--- src/hdl/assert_macros.svh ---
// Assertion macros shared by the RTL of the bit-bang master.
`ifndef ASSERT_MACROS_SVH
`define ASSERT_MACROS_SVH

// Same-cycle implication, checked on every rising clock edge outside reset.
`define CHK_SAME(lbl, clk, rst, ante, cons, msg) \
   lbl: assert property (@(posedge clk) disable iff (rst) (ante) |-> (cons)) else $error(msg);

// Next-cycle implication.
`define CHK_NEXT(lbl, clk, rst, ante, cons, msg) \
   lbl: assert property (@(posedge clk) disable iff (rst) (ante) |=> (cons)) else $error(msg);

`endif

--- src/hdl/i2cbb_pkg.sv ---
// Shared types, constants and sequencing functions for the bit-bang master.
package i2cbb_pkg;

   localparam int UNIT_W      = 10;
   localparam int STEP_W      = 6;
   localparam int BYTE_W      = 8;
   localparam int QUEUE_DEPTH = 4;

   typedef enum logic [2:0] {
      CMD_NONE  = 3'd0,
      CMD_START = 3'd1,
      CMD_STOP  = 3'd2,
      CMD_SEND  = 3'd3,
      CMD_READ  = 3'd4,
      CMD_WACK  = 3'd5
   } cmd_type;

   // One queued word: decoded command plus the fields of its tick.
   typedef struct packed {
      cmd_type             cmd;
      logic [BYTE_W-1:0]   tx_byte;
      logic                send_ack;
      logic                sda_in;
   } word_type;

   typedef struct packed {
      logic full;
      logic empty;
   } q_stat_type;

   // Line levels and the data registers that boundaries touch.
   typedef struct packed {
      logic                scl;
      logic                sda;
      logic [BYTE_W-1:0]   shift;
      logic [BYTE_W-1:0]   rd;
      logic                ack;
   } line_type;

   function automatic logic [STEP_W-1:0] cmd_units(cmd_type c);
      logic [STEP_W-1:0] u;
      case (c)
         CMD_START: u = STEP_W'(3);
         CMD_STOP:  u = STEP_W'(3);
         CMD_SEND:  u = STEP_W'(32);
         CMD_READ:  u = STEP_W'(37);
         CMD_WACK:  u = STEP_W'(3);
         default:   u = '0;
      endcase
      return u;
   endfunction

   // Apply the actions of boundary k of command c.
   function automatic line_type boundary(line_type s, cmd_type c, logic [STEP_W-1:0] k,
                                         logic sda_in, logic ack_choice);
      line_type          n;
      logic [STEP_W-1:0] km1;
      n   = s;
      km1 = k - STEP_W'(1);
      case (c)
         CMD_START: begin
            if (k == STEP_W'(0)) begin
               n.sda = 1'b1;
               n.scl = 1'b1;
            end else if (k == STEP_W'(1)) begin
               n.sda = 1'b0;
            end else if (k == STEP_W'(2)) begin
               n.scl = 1'b0;
            end
         end
         CMD_STOP: begin
            if (k == STEP_W'(0)) n.sda = 1'b0;
            else if (k == STEP_W'(1)) n.scl = 1'b1;
            else if (k == STEP_W'(2)) n.sda = 1'b1;
         end
         CMD_SEND: begin
            if (k < STEP_W'(32)) begin
               case (k[1:0])
                  2'd0: begin
                     n.sda   = s.shift[BYTE_W-1];
                     n.shift = {s.shift[BYTE_W-2:0], 1'b0};
                  end
                  2'd1:    n.scl = 1'b1;
                  2'd3:    n.scl = 1'b0;
                  default: n.scl = s.scl;
               endcase
            end
         end
         CMD_READ: begin
            if (k == STEP_W'(0)) begin
               n.sda = 1'b1;
            end else if (k < STEP_W'(33)) begin
               case (km1[1:0])
                  2'd0:    n.scl = 1'b0;
                  2'd2:    n.scl = 1'b1;
                  2'd3:    n.shift = {s.shift[BYTE_W-2:0], sda_in};
                  default: n.scl = s.scl;
               endcase
            end else if (k == STEP_W'(33)) begin
               n.scl = 1'b0;
               n.sda = ~ack_choice;
            end else if (k == STEP_W'(34)) begin
               n.scl = 1'b1;
            end else if (k == STEP_W'(36)) begin
               n.scl = 1'b0;
            end else if (k == STEP_W'(37)) begin
               n.sda = 1'b1;
               n.rd  = s.shift;
            end
         end
         CMD_WACK: begin
            if (k == STEP_W'(0)) begin
               n.sda = 1'b1;
            end else if (k == STEP_W'(1)) begin
               n.scl = 1'b1;
            end else if (k == STEP_W'(2)) begin
               n.ack = ~sda_in;
               n.scl = 1'b0;
            end
         end
         default: n = s;
      endcase
      return n;
   endfunction

endpackage

--- src/hdl/i2cbb_front.sv ---
// Front end: accepts request words and decodes the command code.
module i2cbb_front import i2cbb_pkg::*; (
   input  logic              reset,
   input  logic              req_valid,
   output logic              req_ready,
   input  logic [2:0]        req_type,
   input  logic [BYTE_W-1:0] req_tx_byte,
   input  logic              req_send_ack,
   input  logic              req_sda_in,
   input  q_stat_type        q_stat,
   output logic              push,
   output word_type          push_word
);

   cmd_type cmd;

   // Unused codes act as no command.
   always_comb begin
      if (req_type inside {[CMD_START:CMD_WACK]}) cmd = cmd_type'(req_type);
      else cmd = CMD_NONE;
   end

   assign req_ready = ~q_stat.full & ~reset;
   assign push      = req_valid & req_ready;

   always_comb begin
      push_word.cmd      = cmd;
      push_word.tx_byte  = req_tx_byte;
      push_word.send_ack = req_send_ack;
      push_word.sda_in   = req_sda_in;
   end

endmodule

--- src/hdl/i2cbb_queue.sv ---
// Short word queue between the front end and the sequencer.
module i2cbb_queue import i2cbb_pkg::*; #(
   parameter int DEPTH = QUEUE_DEPTH
) (
   input  logic       clock,
   input  logic       reset,
   input  logic       push,
   input  word_type   push_word,
   input  logic       pop,
   output word_type   pop_word,
   output q_stat_type q_stat
);

   localparam int PTR_W = (DEPTH > 1) ? $clog2(DEPTH) : 1;
   localparam int CNT_W = $clog2(DEPTH + 1);

   word_type          mem_ff [DEPTH];
   logic [PTR_W-1:0]  wr_ptr_ff, wr_ptr_in;
   logic [PTR_W-1:0]  rd_ptr_ff, rd_ptr_in;
   logic [CNT_W-1:0]  count_ff, count_in;
   logic              do_push, do_pop;

   assign q_stat.full  = (count_ff == CNT_W'(DEPTH));
   assign q_stat.empty = (count_ff == '0);
   assign do_push      = push & ~q_stat.full;
   assign do_pop       = pop & ~q_stat.empty;
   assign pop_word     = mem_ff[rd_ptr_ff];

   always_comb begin
      wr_ptr_in = wr_ptr_ff;
      rd_ptr_in = rd_ptr_ff;
      count_in  = count_ff;
      if (do_push) begin
         wr_ptr_in = (wr_ptr_ff == PTR_W'(DEPTH - 1)) ? '0 : wr_ptr_ff + PTR_W'(1);
      end
      if (do_pop) begin
         rd_ptr_in = (rd_ptr_ff == PTR_W'(DEPTH - 1)) ? '0 : rd_ptr_ff + PTR_W'(1);
      end
      if (do_push && !do_pop) count_in = count_ff + CNT_W'(1);
      else if (!do_push && do_pop) count_in = count_ff - CNT_W'(1);
   end

   always_ff @(posedge clock) begin
      if (reset) begin
         wr_ptr_ff <= '0;
         rd_ptr_ff <= '0;
         count_ff  <= '0;
      end else begin
         wr_ptr_ff <= wr_ptr_in;
         rd_ptr_ff <= rd_ptr_in;
         count_ff  <= count_in;
      end
   end

   always_ff @(posedge clock) begin
      if (do_push) mem_ff[wr_ptr_ff] <= push_word;
   end

endmodule

--- src/hdl/i2cbb_back.sv ---
// Back end: tick sequencer for the bus commands and the result register.
module i2cbb_back import i2cbb_pkg::*; (
   input  logic              clock,
   input  logic              reset,
   input  logic              csr_wr_en,
   input  logic [UNIT_W-1:0] csr_wr_data,
   input  q_stat_type        q_stat,
   input  word_type          pop_word,
   output logic              pop,
   output logic              rsp_valid,
   input  logic              rsp_ready,
   output logic              rsp_scl_out,
   output logic              rsp_sda_out,
   output logic              rsp_busy_res,
   output logic              rsp_done_res,
   output logic [BYTE_W-1:0] rsp_rx_byte,
   output logic              rsp_ack_seen,
   output logic              rsp_cmd_rejected
);

   logic [UNIT_W-1:0] unit_ff;
   line_type          line_ff, line_in, seed;
   cmd_type           active_ff, active_in;
   logic [STEP_W-1:0] step_ff, step_in, step_nx;
   logic [UNIT_W-1:0] tick_ff, tick_in, tick_nx, unit_len;
   logic              choice_ff, choice_in;
   logic              done, rej;
   logic              valid_ff, valid_in;
   logic              scl_ff, sda_ff, busy_ff, done_ff, ack_ff, rej_ff;
   logic [BYTE_W-1:0] rx_ff;

   // Take the next word whenever the result register is free or draining.
   assign pop       = ~q_stat.empty & (~valid_ff | rsp_ready);
   assign unit_len  = (unit_ff == '0) ? UNIT_W'(1) : unit_ff;
   assign tick_nx   = tick_ff + UNIT_W'(1);
   assign step_nx   = step_ff + STEP_W'(1);

   always_comb begin
      line_in   = line_ff;
      active_in = active_ff;
      step_in   = step_ff;
      tick_in   = tick_ff;
      choice_in = choice_ff;
      done      = 1'b0;
      rej       = 1'b0;
      seed      = line_ff;
      if (pop) begin
         if (active_ff != CMD_NONE) begin
            tick_in = tick_nx;
            if (tick_nx >= unit_len) begin
               tick_in = '0;
               step_in = step_nx;
               line_in = boundary(line_ff, active_ff, step_nx, pop_word.sda_in, choice_ff);
               if (step_nx >= cmd_units(active_ff)) begin
                  active_in = CMD_NONE;
                  step_in   = '0;
                  done      = 1'b1;
               end
            end
         end
         if (pop_word.cmd != CMD_NONE) begin
            if (active_in != CMD_NONE) begin
               rej = 1'b1;
            end else begin
               active_in  = pop_word.cmd;
               step_in    = '0;
               tick_in    = '0;
               choice_in  = pop_word.send_ack;
               seed       = line_in;
               seed.shift = (pop_word.cmd == CMD_SEND) ? pop_word.tx_byte : '0;
               line_in    = boundary(seed, pop_word.cmd, '0, pop_word.sda_in,
                                     pop_word.send_ack);
            end
         end
      end
   end

   always_comb begin
      valid_in = valid_ff;
      if (pop) valid_in = 1'b1;
      else if (rsp_ready) valid_in = 1'b0;
   end

   always_ff @(posedge clock) begin
      if (reset) begin
         unit_ff   <= UNIT_W'(1);
         line_ff   <= '{scl: 1'b1, sda: 1'b1, shift: '0, rd: '0, ack: 1'b0};
         active_ff <= CMD_NONE;
         step_ff   <= '0;
         tick_ff   <= '0;
         choice_ff <= 1'b0;
         valid_ff  <= 1'b0;
      end else begin
         if (csr_wr_en) unit_ff <= csr_wr_data;
         line_ff   <= line_in;
         active_ff <= active_in;
         step_ff   <= step_in;
         tick_ff   <= tick_in;
         choice_ff <= choice_in;
         valid_ff  <= valid_in;
      end
   end

   // Hold the result word until it is taken.
   always_ff @(posedge clock) begin
      if (pop) begin
         scl_ff  <= line_in.scl;
         sda_ff  <= line_in.sda;
         busy_ff <= (active_in != CMD_NONE);
         done_ff <= done;
         rx_ff   <= line_in.rd;
         ack_ff  <= line_in.ack;
         rej_ff  <= rej;
      end
   end

   assign rsp_valid        = valid_ff;
   assign rsp_scl_out      = scl_ff;
   assign rsp_sda_out      = sda_ff;
   assign rsp_busy_res     = busy_ff;
   assign rsp_done_res     = done_ff;
   assign rsp_rx_byte      = rx_ff;
   assign rsp_ack_seen     = ack_ff;
   assign rsp_cmd_rejected = rej_ff;

endmodule

--- src/hdl/i2c_bitbang_master.sv ---
// Tick-driven I2C bit-bang master: each request word is one tick and yields one response
// word with the SCL/SDA levels after that tick. Sustained rate is one word per cycle while
// rsp_ready holds high; a taken word passes through the request queue and then the
// sequencer's result register to the response port. Start, stop and wait-ack take 3 delay
// units, send byte 32 and read byte 37, each unit being csr unit_ticks request words long. A
// command that arrives while another is running is dropped and flagged in rsp_cmd_rejected.
module i2c_bitbang_master import i2cbb_pkg::*; #(
   parameter int QDEPTH = QUEUE_DEPTH
) (
   input  logic              clock,
   input  logic              reset,
   input  logic              csr_wr_en,
   input  logic [UNIT_W-1:0] csr_wr_data,
   input  logic              req_valid,
   output logic              req_ready,
   input  logic [2:0]        req_type,
   input  logic [BYTE_W-1:0] req_tx_byte,
   input  logic              req_send_ack,
   input  logic              req_sda_in,
   output logic              rsp_valid,
   input  logic              rsp_ready,
   output logic              rsp_scl_out,
   output logic              rsp_sda_out,
   output logic              rsp_busy_res,
   output logic              rsp_done_res,
   output logic [BYTE_W-1:0] rsp_rx_byte,
   output logic              rsp_ack_seen,
   output logic              rsp_cmd_rejected
);

`include "assert_macros.svh"

   q_stat_type q_stat;
   logic       push, pop;
   word_type   push_word, pop_word;

   i2cbb_front u_front (
      .reset        (reset),
      .req_valid    (req_valid),
      .req_ready    (req_ready),
      .req_type     (req_type),
      .req_tx_byte  (req_tx_byte),
      .req_send_ack (req_send_ack),
      .req_sda_in   (req_sda_in),
      .q_stat       (q_stat),
      .push         (push),
      .push_word    (push_word)
   );

   i2cbb_queue #(.DEPTH(QDEPTH)) u_queue (
      .clock     (clock),
      .reset     (reset),
      .push      (push),
      .push_word (push_word),
      .pop       (pop),
      .pop_word  (pop_word),
      .q_stat    (q_stat)
   );

   i2cbb_back u_back (
      .clock            (clock),
      .reset            (reset),
      .csr_wr_en        (csr_wr_en),
      .csr_wr_data      (csr_wr_data),
      .q_stat           (q_stat),
      .pop_word         (pop_word),
      .pop              (pop),
      .rsp_valid        (rsp_valid),
      .rsp_ready        (rsp_ready),
      .rsp_scl_out      (rsp_scl_out),
      .rsp_sda_out      (rsp_sda_out),
      .rsp_busy_res     (rsp_busy_res),
      .rsp_done_res     (rsp_done_res),
      .rsp_rx_byte      (rsp_rx_byte),
      .rsp_ack_seen     (rsp_ack_seen),
      .rsp_cmd_rejected (rsp_cmd_rejected)
   );

   `CHK_SAME(a_q_stat, clock, reset, 1'b1, !(q_stat.full && q_stat.empty), "queue full and empty")
   `CHK_NEXT(a_pop_out, clock, reset, pop, rsp_valid, "popped word did not reach response")
   `CHK_SAME(a_rej_busy, clock, reset, rsp_valid && rsp_cmd_rejected, rsp_busy_res, "reject idle")

endmodule
--- config.mk ---
export PLATFORM = sky130hd
export DESIGN_NAME = i2c_bitbang_master
export DESIGN_NICKNAME = d
export VERILOG_FILES = /design/src/hdl/i2cbb_pkg.sv /design/src/hdl/i2cbb_front.sv /design/src/hdl/i2cbb_queue.sv /design/src/hdl/i2cbb_back.sv /design/src/hdl/i2c_bitbang_master.sv
export VERILOG_INCLUDE_DIRS = /design/src /design/src/hdl
export SDC_FILE = /design/constraint.sdc
export NUM_CORES = 1
export LEC_CHECK = 0
export BUFFER_PORTS_ARGS = -buffer_cell sky130_fd_sc_hd__buf_2
export CAP_MARGIN = 5
export CORE_MARGIN = 10
export CORE_UTILIZATION = 35
export CTS_BUF_LIST = sky130_fd_sc_hd__clkbuf_8
export DETAILED_ROUTE_END_ITERATION = 6
export PLACE_DENSITY = 0.55
export SETUP_SLACK_MARGIN = 0.1
export SLEW_MARGIN = 10
export SYNTH_ARGS = -nofsm -noshare
export SYNTH_HDL_FRONTEND = slang
export SYNTH_HIERARCHICAL = 1
export SYNTH_SLANG_ARGS = --single-unit
--- constraint.sdc ---
create_clock -name clock -period 7 [get_ports clock]
set_clock_uncertainty 0.1 [all_clocks]
set_input_delay 1.05 -clock clock [delete_from_list [all_inputs] [get_ports clock]]
set_output_delay 1.05 -clock clock [all_outputs]
set_load 0.02 [all_outputs]
# After elaboration in Yosys (flattened, before gate mapping)
# Memories as Yosys holds them, arrays and structs flattened. A register that Yosys moved wholly into a read port is not among the register bits.
# Cells that the tools add are included.
# op_classes
bitwise,13
n_shift,0
n_div,0
magnitude_cmp,6
add_sub_neg,7
mux,84
n_mul,0
n_eq_ne,23
n_reduce_logical,20
# op_table
operator,count
19-bit two-way mux,5
8-bit two-way mux,10
10-bit two-way mux,6
6-bit two-way mux,8
1-bit two-way mux,31
3-bit two-way mux,10
6-bit == test (second input constant),4
6-bit one-hot mux with 3 select lines,1
16-bit two-way mux,1
8-bit one-hot mux with 2 select lines,1
3-bit == test (second input constant),5
3-bit by 2-bit == test with 1-bit output (second input constant),4
6-bit less-than comparator (second input constant),2
2-bit two-way mux,6
3-bit nonzero test,4
10-bit by 1-bit adder with 10-bit output (second input constant),1
2-bit == test (second input constant),5
10-bit greater-or-equal comparator,1
10-bit logical NOT,1
2-bit one-hot mux with 5 select lines,1
9-bit two-way mux,1
1-bit inverter,7
6-bit by 1-bit adder with 6-bit output (second input constant),1
3-bit by 1-bit == test with 1-bit output (second input constant),2
other kinds (23),35
# totals
ff_bits,71
latch_bits,0
memories,1
mem_bits_ro,0
ramBits,52
in_bits,28
out_inout_bits,16
word_cells,175
# memory_table
memory,words,width,rd,rd_clocked_by_memory_dff,wr,line_no,rtl
u_queue.mem_ff,4,13,1,1,1,i2cbb_queue.sv:17,word_type mem_ff [DEPTH];

# Depth between registers and ports, before layout
# Gate-level depths: netlist (run 1).
# logic_depth
depth_word,16
depth_mapped,15
depth_no_buf,14

# Cells and area by module
# The synthesis (run 1) kept the hierarchy.
# modules_own_cells
mod,cells_per_inst,area_per_inst_um2,seq_area_each_um2,n_inst
i2cbb_back,447,4119.0,1421.4,1
i2cbb_queue,117,2361.0,1741.7,1
i2cbb_front,15,108.9,0.0,1

# Worst setup path after synthesis (run 1)
# Ideal clock, no wire load.
# synth_path
path_kind,input to register
from,input port rsp_ready
to,register u_queue.count_ff[2]
arrival_ps,3537
t_required_ps,6830
n_path_buf,1
path_slack_ps,3293
stages,11
setup_time_ps,70
path_cell_list,nand2b_1 > or2b_2 > inv_1 > clkbuf_1 > o31ai_2 > ha_1 > inv_1 > fa_1 > xor2_1 > or3_2 > a21oi_1
# synth_via
elab_chain_cells,6
word_cells_on_any_way,8
cone_classes,1 x mux; 3 x bitwise; 4 x reduce/logical
# synth_lines
item,line_no,rtl
from (decl),i2c_bitbang_master.sv:21,"input logic rsp_ready,"
1-bit bitwise OR (*),i2cbb_back.sv:33,assign pop = ~q_stat.empty & (~valid_ff | rsp_ready);
1-bit AND (*),i2cbb_back.sv:33,
named net pop,i2c_bitbang_master.sv:34,"logic push, pop;"
1-bit AND (*),i2cbb_queue.sv:26,assign do_pop = pop & ~q_stat.empty;
1-bit logical NOT,i2cbb_queue.sv:39,if (do_push && !do_pop) count_in = count_ff + CNT_W'(1);
1-bit logical AND,i2cbb_queue.sv:39,
3-bit two-way mux or 2-bit nonzero test (tied branches),n/a,
to (signal assigned),i2cbb_queue.sv:51,count_ff <= count_in;
to (decl),i2cbb_queue.sv:20,"logic [CNT_W-1:0] count_ff, count_in;"
# The timed path passes the listed nets; every way through them passes the cells marked *.
# A chain may end at the register's enable or synchronous reset.

==> results of run 1 <==
## final cells by class
cell class / instances / share of cell area (%)
Sequential cell: 125 / 43.7
Tap cell: 234 / 4.04
Clock inverter: 15 / 2.33
Clock buffer: 17 / 3.23
Timing Repair Buffer: 46 / 3.28
Multi-Input combinational cell: 394 / 42.2
Inverter: 23 / 1.26
## cells by family after synthesis
group                    share of synthesized area [%]
buffers and inverters                             5.58
AO/OA/AOI/OAI                                     14.7
flip-flops                                        48.0
XOR/XNOR                                          2.11
adder cells (fa/ha/maj)                           5.05
multiplexers                                      8.41
AND/OR/NAND/NOR                                   16.1
## metal layers
layer  global-route usage, %  routed length (µm)
met5                       0                   0
met4                    3.96                 235
met3                    4.23                 846
met2                    19.6                6950
met1                    15.5                6770
## registers in the layout, indices dropped and copies added, names as in the netlist, named ones only
name and count:
u_back/choice_ff 1, u_back/unit_ff 10, u_back/rsp_done_res 1, u_queue/wr_ptr_ff 2, u_back/rsp_ack_seen 1, u_back/tick_ff 10, u_back/active_ff 3, u_back/step_ff 6
u_queue/count_ff 3, u_back/rsp_busy_res 1, u_back/line_ff 19, u_back/rsp_rx_byte 8, u_back/rsp_sda_out 1, u_queue/mem_ff 52, u_back/rsp_valid 1, u_back/rsp_cmd_rejected 1
u_queue/rd_ptr_ff 2, u_back/rsp_scl_out 1
## path summary, 6_finish.rpt
check | end | cells past startpoint | slack [ps] | start
hold reg to reg | u_back/choice_ff$_SDFFE_PP0P_ | 2 | 390 | u_back/choice_ff$_SDFFE_PP0P_
setup reg to reg | u_back/rsp_sda_out$_DFFE_PP_ | 14 | 2810 | u_back/tick_ff[0]$_SDFFE_PP0P_
hold / removal | u_back/choice_ff$_SDFFE_PP0P_ | 2 | 390 | u_back/choice_ff$_SDFFE_PP0P_
setup / recovery | u_back/rsp_sda_out$_DFFE_PP_ | 14 | 2810 | u_back/tick_ff[0]$_SDFFE_PP0P_
## cells in the final DEF, fill, tap and decap left out, types with 4 or more instances in the layout
cell type  netlist  final
a21o_1           8      8
a21oi_1         28     28
a221o_1          8      8
a22oi_1         10     10
a31oi_1          4      4
a32oi_1          7      7
and2_1          10     10
and3_1           8      8
and3_2           5      5
buf_2            3     43
clkbuf_8         4     17
clkinv_1         0      4
dfxtp_1         59     59
edfxtp_1        66     66
ha_1            25     25
inv_1           22     22
mux2_2           9      9
mux2i_1         16     16
mux4_2          13     13
nand2_1         21     21
nand2b_1         7      7
nand3_1         13     13
nand3b_1         5      5
nor2_1          51     51
nor2b_1          6      6
nor3_1          10     10
nor3_2           4      4
nor3b_1          6      6
o21ai_0         20     20
o31ai_1          4      4
or3_1            8      8
xnor2_1          4      4
xor2_1          10     10
## power by group through the flow
stage          Combinational [mW]  Sequential [mW]  Clock, mW
4_1_cts                     0.865            0.986      0.663
3_5_place_dp                0.858             1.00          0
5_1_grt                     0.955            0.999      0.695
3_3_place_gp                0.842            0.998          0
2_1_floorplan               0.684            0.983          0
6_report                    0.866            0.983      0.643
## tightest hold or removal path: stages (launching register included)
cell     delay, ps
dfxtp_1        330
mux2i_1         60
nor2_1          70
## stage by stage
step / power [mW] / cells / area [µm²] / hold slack [ps]
floorplan: 1.67 / 579 / 6590 / 344
global placement: 1.84 / 822 / 6840 / 371
detailed placement: 1.86 / 822 / 6840 / 383
CTS: 2.51 / 854 / 7250 / 400
global route: 2.65 / 854 / 7250 / 435
finish: 2.49 / 854 / 7250 / 390
==> metrics, run 1 <==
asr flop ratio synth=0%; Initial DRC Count=426; ys flop type=edfxtp_1; Ports=44; largest net degree at the start of global routing=45; Worst Max-Slew Pin Slew=1000 ps; power per cell area=344 mW/mm²; CP Capture Type=flip-flop; Yosys top cell area share=30.1%; combinational fraction of design power=34.8%; Startpoint Class=flip-flop; Synth-to-Final Area Change=9.97%; final net count=661; Peak VDD IR=around 0.00017 V; slowest CP cell=nor2_1; Post-CTS Resized=0; CTS tree=yes; DRC Markers=0; cell family with most CP delay=simple AND/OR/NAND/NOR gates; Overflow after GRT=0; fin. max-slew vios=0; first-pass GRT wire length=24,400 µm; Port Buffers=43; final setup margin=around 2800 ps; CTS root buffer=clkbuf_8; Synth cell types=91; largest buffer count on any clock path=2; final wirelength=14,800 µm; Rel. slew slack=32.9%; clk_lat worst skew=approximately 440 ps; full die area=~0.025 mm²; post-synthesis sequential area ratio=48.0%; Max FO, Critical Path=12; max_cap viols=0; clock power share=25.8%; filler instances=1,809; Flop pwr share=39.4%; Mapped Nets=633; Final period util=59.9%; warning count from the yosys run=6; vias per cell=about 5.4; CTS Buf Count=17; CP required=slightly above 7000 ps; effective utilization at floorplan=between 30% and 40%; CTS Hold Bufs=0; Yosys reg bits=about 130; die width=157 µm; number of routed nets with antenna violations=0; synthesized area=roughly 0.0066 mm²; switch share=37.5%; Via Count=4,652; CP peak stage delay=approximately 730 ps; Worst-path clk slew=70 ps; Synth area leader=edfxtp_1; layout cells sized above 1=21.5%; Cell Rows=50; H-tree depth=4; post-DP HPWL=between 10,000 and 15,000 µm; vias in the first global route=~4,700; # Post-CTS Setup Buffers=0; crit-path cells=ha_1 > and3_1 > and3_1 > nand3_1 > xnor2_1 > ha_1 > nand2_1 > nand2_1 > o22ai_1 > nor2_1 > a21oi_2 > a2111oi_0 > o21ai_0 > a22o_1; Storage cell area=0.00316 mm²; DR pass1 iterations=5; status=completed; setup tns final=0 ps; RSZ-0062 raised after global routing=false; Max Fclk=0.239 GHz; WP data arrival=4280 ps; Hold Violations, Final=0; CP bufs+invs=0; Final Critical Period=4190 ps; internal power=1.56 mW; core box area=0.0186 mm²; cell with the most instances after synthesis=edfxtp_1; Setup WS pre-CTS=between 2000 and 3000 ps; Cells after Synth=579; WS Path Type=flip-flop to flip-flop; Pleak=about 2.7 nW; Multi-input gate area=0.00306 mm²; Placer Congestion=0.866; Syn Area/Cell=11.4 µm²; Post-synth EDFFs=66; setup violators final=0; routed len/inst=roughly 17 µm; initial antenna violation count=0; Finished Core Util=38.9%; clock sinks=125; Area contributors post-synth=edfxtp_1, dfxtp_1, ha_1, mux4_2, nor2_1; GRT Overall Usage=12.4%; Psw=0.934 mW; ANT cells=0; most frequent cells after synthesis=edfxtp_1, dfxtp_1, nor2_1; die height=157 µm; worst min-delay path category=flip-flop to flip-flop
(Power assumes the default switching activity.)
==> run 2, diff against run 1 <==
- ABC_AREA: default -> 1
- PLACE_DENSITY: 0.55 -> 0.57
- clock period: 7 -> 3.4 ns (I/O delays scaled with it)
==> metrics, run 2 <==
cell with the most instances after synthesis=nand2_1; ANT cells=0 (unchanged); Syn Area/Cell=8.12 µm² (-29%); layout cells sized above 1=16.8% (-4.7 points); Overflow after GRT=0 (unchanged); Placer Congestion=0.850 (-1.9%); Final period util=90.7% (+31 points); Final Critical Period=3080 ps (-1110 ps); final net count=942 (+43%); CP required=3500 ps (-3590 ps); Yosys top cell area share=29.1% (-1.0 points); Synth-to-Final Area Change=13.2%; Max Fclk=0.324 GHz (+36%); setup violators final=0 (unchanged); hold depth=1 (-1); CTS tree=yes; Mapped Nets=894 (+41%); Rel. slew slack=60.0% (+27 points); most frequent cells in the layout=nand2_1, inv_1, nor2_1; Worst Max-Slew Pin Slew=600 ps (-399 ps); filler instances=1,952 (+7.9%); Yosys reg bits=125 (unchanged); die height=160 µm (+1.5%); Area contributors post-synth=edfxtp_1, dfxtp_1, nand2_1, inv_1, o21ai_0; H-tree depth=4 (unchanged); Hold Path End=u_queue/mem_ff[1][5]$_DFFE_PP_; DRC Markers=0 (unchanged); full die area=0.0255 mm² (+3.0%); fin. max-slew vios=0 (unchanged); Startpoint Class=flip-flop; post-synthesis sequential area ratio=46.4% (-1.6 points); most frequent cells after synthesis=nand2_1, inv_1, nor2_1; largest buffer count on any clock path=2 (unchanged); Via Count=5,541 (+19%); final wirelength=15,800 µm (+6.6%); Cells after Synth=840 (+45%); total power=5.46 mW (+120%); Hold Violations, Final=0 (unchanged); status=completed; initial antenna violation count=0 (unchanged); max FFs per register=52 (unchanged); max_cap viols=0 (unchanged); Synth area leader=edfxtp_1; core box area=0.0190 mm² (+1.7%); WP data arrival=3190 ps (-1090 ps); first-pass GRT wire length=25,700 µm (+5.4%); Crit Reg-Reg Startpoint=u_back/tick_ff[0]$_SDFFE_PP0P_; CTS Hold Bufs=0 (unchanged); r2r setup slk=320 ps (-2490 ps); effective utilization at floorplan=36.0% (+0.63 points); Worst-path clk slew=90 ps (+20 ps); CTS Buf Count=17 (unchanged); number of routed nets with antenna violations=0 (unchanged); post-DP HPWL=11,300 µm (+8.4%); WS Path Type=flip-flop to flip-flop; ys flop type=edfxtp_1; warning count from the yosys run=6 (unchanged); Storage cell area=0.00317 mm² (about the same); hold path start=req_tx_byte[3]; largest net degree at the start of global routing=41 (-8.9%); GRT Overall Usage=12.2% (-0.19 points); Cell Rows=50 (unchanged); die width=160 µm (+1.5%); vias per cell=4.77 (-12%); DR pass1 iterations=5 (unchanged); Pleak=3.23 nW (+19%); Top Registers=u_queue/mem_ff x52, u_back/line_ff x19; Max FO, Critical Path=15 (+3); Biggest register=u_queue/mem_ff; Post-synth EDFFs=66 (unchanged); setup tns final=0 ps (unchanged); Multi-input gate area=0.00299 mm² (-2.2%); reg2reg path depth=20 (+6); CP Capture Type=flip-flop; routed len/inst=13.6 µm (-22%); Synth cell types=42 (-54%); synthesized area=0.00682 mm² (+3.5%); Ports=44 (unchanged); Peak VDD IR=0.000342 V (+98%); clk_lat worst skew=450 ps (about the same); Post-DP Area=0.00729 mm² (+6.5%); vias in the first global route=5,195 (+11%); Initial DRC Count=351 (-18%); Non-Filler Cell Area, Final=0.00772 mm² (+6.5%); asr flop ratio synth=0% (unchanged); Finished Core Util=40.7% (+1.8 points); Port Buffers=43 (unchanged); CTS root buffer=clkbuf_8; worst min-delay path category=input pin to flip-flop; clock sinks=125 (unchanged); power per cell area=708 mW/mm² (+110%); RSZ-0062 raised after global routing=false; most common library cell in the layout ignoring fill and taps=nand2_1; Worst R2R End=u_back/rsp_sda_out$_DFFE_PP_
-- run 2: repair_timing --
action	4_1_cts	5_1_grt
setup buffers	0	1
resized for setup	3	15
endpoints found under the setup margin	26	51
pin swaps	0	3
-- run 2: cell type report --
cell class	count	share of cell area (%)
Inverter	120	6.03
Sequential cell	125	41.0
Multi-Input combinational cell	557	38.8
Clock inverter	15	1.65
Timing Repair Buffer	67	5.29
Clock buffer	17	3.03
Tap cell	260	4.22
-- run 2: through the flow --
stage               std cells  setup slack (ps)  hold WS (ps)
floorplan                 840               354           330
CTS                      1160              98.6           150
finish                   1161               317           174
detailed placement       1128              54.7           358
global placement         1128               102           357
global route             1161              99.3           159
-- run 2: worst max path at each step --
stage | slack [ps] | end | from | cells past startpoint
5_1_grt | 100 | u_back/rsp_sda_out$_DFFE_PP_ | u_back/tick_ff[0]$_SDFFE_PP0P_ | 21
3_3_place_gp | 100 | u_back/tick_ff[8]$_SDFFE_PP0P_ | u_back/tick_ff[0]$_SDFFE_PP0P_ | 19
6_report | 320 | u_back/rsp_sda_out$_DFFE_PP_ | u_back/tick_ff[0]$_SDFFE_PP0P_ | 20
4_1_cts | 100 | u_back/rsp_rx_byte[4]$_DFFE_PP_ | u_back/tick_ff[0]$_SDFFE_PP0P_ | 17
2_1_floorplan | 350 | u_back/rsp_ack_seen$_DFFE_PP_ | u_back/tick_ff[0]$_SDFFE_PP0P_ | 17
3_5_place_dp | 50 | u_back/step_ff[4]$_SDFFE_PP0P_ | u_back/tick_ff[0]$_SDFFE_PP0P_ | 19
-- run 2: cell families after synthesis --
kind of cell	after synthesis	share of synthesized area, %
xor gates and xnor gates	7	0.899
adders and majority gates	26	4.88
AOI/OAI and AO/OA	182	15.2
DFF	125	46.4
and+or+nand+nor	342	22.0
buffers and inverters	158	10.6
-- run 2: routing by layer --
metal / routed length, µm / GRT usage [%] / vias to the layer above / share of wire, %
met5: 0 / 0 / - / 0
met2: 7310 / 19.9 / 119 / 46
met4: 215 / 4.09 / 0 / 1.4
li1: - / - / 2899 / -
met3: 596 / 2.32 / 16 / 3.8
met1: 7640 / 15.8 / 2507 / 48
-- run 2: critical path, cell delays in order (launching register included) --
cell and delay (ps):
dfxtp_2 370, inv_1 80, nor3_2 180, nand2_1 130, nor2_2 120, nand2_1 70
xor2_1 160, inv_1 70, ha_1 300, a21oi_1 160, o21a_1 130, nand4_1 140
buf_4 200, nand2_4 100, nand2_8 100, nand3_2 110, o21ai_0 90, inv_1 60
nand2_1 50, nand2_1 70, nand2_1 50
-- run 2: where the power goes --
group	leakage, nW	switching (mW)	internal, mW	total, mW
combinational	1.95	1.51	0.702	2.21
clock	0.185	0.674	0.529	1.20
sequential	1.09	0.185	1.87	2.05
